--- src/design/svrt_pkg.sv ---
// Shared types and constants for the sorted version reservation table.
// No dependencies; imported by the key RAM, the top level and the testbench.
`default_nettype none

package svrt_pkg;

   // Table geometry
   localparam int TABLE_DEPTH = 64;
   localparam int IDX_W       = $clog2(TABLE_DEPTH);
   localparam int CNT_W       = $clog2(TABLE_DEPTH + 1);
   localparam int KEY_W       = 64;
   // Stored word: written flag above the key
   localparam int WORD_W      = KEY_W + 1;

   // Command codes
   localparam logic [1:0] CMD_RESERVE = 2'd0;
   localparam logic [1:0] CMD_READ    = 2'd1;
   localparam logic [1:0] CMD_WRITE   = 2'd2;

   // Status codes
   localparam logic [1:0] ST_OK        = 2'd0;
   localparam logic [1:0] ST_NOT_FOUND = 2'd1;
   localparam logic [1:0] ST_FULL      = 2'd2;

   // Key RAM port controls
   typedef struct packed {
      logic              wr_en;
      logic [IDX_W-1:0]  wr_addr;
      logic [WORD_W-1:0] wr_data;
      logic [IDX_W-1:0]  rd_addr;
   } ram_ctl_type;

endpackage

`default_nettype wire

--- src/design/svrt_key_ram.sv ---
// Key and written-flag store of the version table: one write port, one
// registered read port. Depends on svrt_pkg for depth, word width and the port struct.
`default_nettype none

module svrt_key_ram (
   input  wire logic                      clock,
   input  wire svrt_pkg::ram_ctl_type     ctl,
   output logic [svrt_pkg::WORD_W-1:0]    rd_data
);
   import svrt_pkg::*;

   logic [WORD_W-1:0] mem [TABLE_DEPTH];

   // Write one entry, register the read word
   always_ff @(posedge clock) begin
      if (ctl.wr_en) begin
         mem[ctl.wr_addr] <= ctl.wr_data;
      end
      rd_data <= mem[ctl.rd_addr];
   end

endmodule

`default_nettype wire

--- config.mk ---
export PLATFORM = sky130hd
export DESIGN_NAME = svrt_key_ram
export DESIGN_NICKNAME = d
export VERILOG_FILES = /design/src/design/svrt_pkg.sv /design/src/design/svrt_key_ram.sv
export SDC_FILE = /design/constraint.sdc
export NUM_CORES = 2
export LEC_CHECK = 0
export BUFFER_PORTS_ARGS = -buffer_cell sky130_fd_sc_hd__buf_2
export CORE_ASPECT_RATIO = 1.1
export CORE_MARGIN = 2
export CORE_UTILIZATION = 55
export DETAILED_ROUTE_END_ITERATION = 16
export GPL_TIMING_DRIVEN = 0
export HOLD_SLACK_MARGIN = 0.15
export PLACE_DENSITY = 0.71
export RECOVER_POWER = 25
export SYNTH_ARGS = -nofsm -noshare
export SYNTH_HDL_FRONTEND = slang
export SYNTH_MEMORY_MAX_BITS = 65536
export SYNTH_SLANG_ARGS = --single-unit
--- constraint.sdc ---
create_clock -name clock -period 10.3 [get_ports clock]
set_clock_uncertainty 0.05 [all_clocks]
set_input_delay 3.09 -clock clock [delete_from_list [all_inputs] [get_ports clock]]
set_output_delay 3.09 -clock clock [all_outputs]
set_load 0.01 [all_outputs]
Word level (Yosys, flattened, before mapping). Memory sizes are Yosys's and may differ from the RTL's. A register that Yosys moved wholly into a read port is not among the register bits. Index checks and enable logic that the tools add are counted.

Bits in latches: 0. Output and inout bits: 65. Register bits after elaboration: 0. Memories kept: 1. Memory bits (read-only): 0. Bits in writable memories: 4160. Word-level logic and storage cells: 3.

Memory list: mem (depth 64, bits a word 65, rd ports 1, clocked after Yosys merged registers in 1, write ports 1, line svrt_key_ram.sv:12) `logic [WORD_W-1:0] mem [TABLE_DEPTH];`.

$mul: 0. Bitwise gates (word level): 0. Reduce and logical (&&, ||, !) cells: 0. Add/sub/neg operators: 0. Equal/unequal tests: 0. Mux-type cells: 2. Divide/modulo/power cells: 0. Order comparisons: 0. Shift-type cells: 0.

Operator list (count): $mux W1 (2).

Depth between registers and ports, before layout.
Word-level depth: 2. Gate-level depth with buffers: 9.

Worst setup path after synthesis. No wires, ideal clock.

Kind: input to register. Start: in ctl[74] in the netlist's numbering. End: mem mem[48][0] in the netlist's numbering, enable pin. Path buffers: 1. Slack: 1.654 ns. Stages on the path: 4. Setup time: 0.568 ns. Arrival time: 8.029 ns. Path through: clkbuf_1 -> nor2b_1 -> nand4b_1 -> nor3_1.

RTL lines: start: declaration (line svrt_key_ram.sv:7) `input wire svrt_pkg::ram_ctl_type ctl,`; end: declaration (line svrt_key_ram.sv:12).

Straight into the memory's write port.

==> out/qor.yml <==
critical_path:
  critPathKind: "input pin to register"
  worst_setup_path_end_kind: "register"
  crit_required_ns: 11.05
  crit_fanout: 10
  worst_setup_path_start_kind: "input pin"
  cp.arrival_ns: 7.44
timing:
  rsz0062_at_grt: "no"
  slew_viol_final: 2541
  max_freq_mhz: 149
  finalWorstSetupSlack_ns: 3.61
  slew_headroom: -1.45
  final.setup.tns_ns: 0
  worstMarginPinSlew_ns: 3.67
  finalSetupViolCount: 0
  period_minus_slack_ns: 6.69
  hold_viol_final: 0
  finalCritPeriodShare: 0.650
yosys:
  synth.top_cell.area_share: 0.789
  async_flop_share: 0
  syn_inst: 6606
  synth-seq-cells: 4225
  synth_most_common_cell: "edfxtp_1"
  yosysWarnings: 0
  synth_ff_type: "edfxtp_1"
  avgSynthCellArea_um2: 24.0
  synthTopCellsByArea: "edfxtp_1, mux4_2, a22oi_1"
  mappedNetlistNets: 6685
  syn-cell-area_um2: 158000
  seq_area_frac_synth: 0.797
  ys_top_cells_by_count: "edfxtp_1, mux4_2, a22oi_1"
  yosysTopAreaCell: "edfxtp_1"
  post_synth_num_cell_types: 27
  synth_edf_count: 4160
global_route:
  grt_usage: 0.353
  grt_pass1_vias: 81600
  met2_usage: 0.535
  grt_use_met1: 0.436
  overflow: 0
  busiest_layer: "met2"
  grt_first_pass_wirelength_mm: 687
  antenna_found_initial: 35
  grt_max_degree: 65
  grt_util_met3: 0.110
route:
  wl_per_cell_um: 44.2
  via_per_inst: 7.16
  ant_nets: 0
  drt_iter0_drc: 15900
  dr.pass1.iters: 6
  drc: 0
  wirelength_mm: 515
  num_vias: 83400
floorplan:
  initial_utilization: 0.553
  core_area_um2: 286000
  num_rows: 206
  ioPinCount: 144
  die_w_um: 516
  dieArea_um2: 292000
  die_h_um: 567
power:
  cellPowerDensity_nw_per_um2: 195
  p_sw_mw: 7.82
  p_int_mw: 27.9
  power_mw: 35.7
  peakVddDrop_uv: 150
  pwr-share-seq: 0.535
  p_leak_nw: 57.1
  clockPowerShare: 0.411
  p_comb_frac: 0.054
  swShare: 0.219
layout:
  layout-drive-gt1-share: 0.297
  fill_cells: 18000
  fin_nets: 7497
  multi_input_area_um2: 30700
  regArea_um2: 126000
  syn_to_final_growth_pct: 15.4
clock_network:
  tritoncts: "built"
  h-tree-depth: 5
  root_buffer: "clkbuf_16"
  cts_buffers: 407
  clock-sinks: 4225
  cts.clk_slew.worst_paths_ns: 0.06
  postCtsHoldBufs: 0
  cts_buffer_depth: 4
  post-cts-setup-buffer-count: 0
  clock_latency_ns: 0.95
  cts_resized: 0
placement:
  dpl.hpwl_mm: 336
  routabilityCongestion: 0.825
  port_buffers: 136
  pre_cts_ws_ns: 2.90
outcome:
  violations: "max-capacitance violations, max-slew violations"
  status: "finished with violations"
hold_path:
  hold_path_class: "register to register"
job:
  cap_violations: 42
## layout by cell type (no fill, tap or decap), drive strengths merged
cell,netlist,layout
nand4b,1,1
inv,0,9
dfxtp,65,65
nor3,2,2
nand3,115,115
mux2i,103,103
nand3b,25,25
a211oi,65,65
o221ai,46,46
nand4,2,2
clkinvlp,0,11
or2,2,2
or3,3,3
buf,257,619
diode,0,51
nand2,8,8
o22ai,130,130
mux4,1040,1040
bufinv,0,29
nand2b,9,9
a22oi,260,260
and2,3,3
clkinv,0,174
edfxtp,4160,4160
clkbuf,120,683
nor2b,9,9
nor2,112,112
o211a,65,65
or3b,4,4
## worst max-delay path: stages
cell and delay [ns]:
buf_2 0.13, buf_2 0.36, nor2b_1 0.87, buf_2 0.95, buf_1 0.70, a22oi_1 0.28
nand3b_1 0.62, o211a_1 0.42
## metal layers
metal  wire length, um  vias to the layer above
met5               103                        -
met4             43700                       16
met3             73900                     1752
met2            238000                     7715
met1            160000                    43500
li1                  -                    30400
## cells by family after synthesis
| logic type | after synthesis | share of synthesized area |
|---|---|---|
| DFF | 4225 | 0.797 |
| buffers and inverters | 377 | 0.0120 |
| muxes | 1143 | 0.154 |
| and+or+nand+nor | 295 | 0.00911 |
| AOI/OAI and AO/OA | 566 | 0.0272 |
## power groups by stage
stage	Combinational (mW)	Clock [mW]	Sequential, mW
global route	1.96	15.3	19.1
global placement	1.78	0	19.5
floorplan	0.879	0	19.5
detailed placement	1.87	0	19.4
CTS	1.89	14.7	19.1
finish	1.93	14.7	19.1
## per-stage QoR
| stage | cells | utilization | hold slack, ns | area [um2] |
|---|---|---|---|---|
| floorplan | 6606 | - | 0.730 | 158000 |
| global placement | 10600 | 0.572 | 0.818 | 164000 |
| detailed placement | 10900 | 0.593 | 0.816 | 170000 |
| CTS | 11600 | 0.638 | 0.822 | 183000 |
| global route | 11600 | 0.638 | 0.845 | 183000 |
| finish | 11700 | 0.638 | 0.830 | 183000 |
## area by class of cell
type                       count  share of cell area
timing repair buffer         403              0.0329
multi-input combinational   2004               0.168
buffer                       377              0.0106
clock buffer                 522              0.0598
antenna                       51            0.000698
tap                         3848              0.0263
clock inverter               223              0.0110
sequential                  4225               0.691
## registers in the layout, summed over array words and instances, names as in the netlist
register	count
mem	4160
rd_data	65
## worst paths after layout
check / slack, ns / cells past startpoint / to / startpoint
worst max-delay path: 3.61 / 8 / rd_data[32] / ctl[2]
worst min-delay path: 0.83 / 4 / rd_data[44] / mem[4][44]
worst max register to register: 7.62 / 4 / rd_data[36] / mem[35][36]
worst min register to register: 0.83 / 4 / rd_data[44] / mem[4][44]
(Power assumes the default switching activity.)
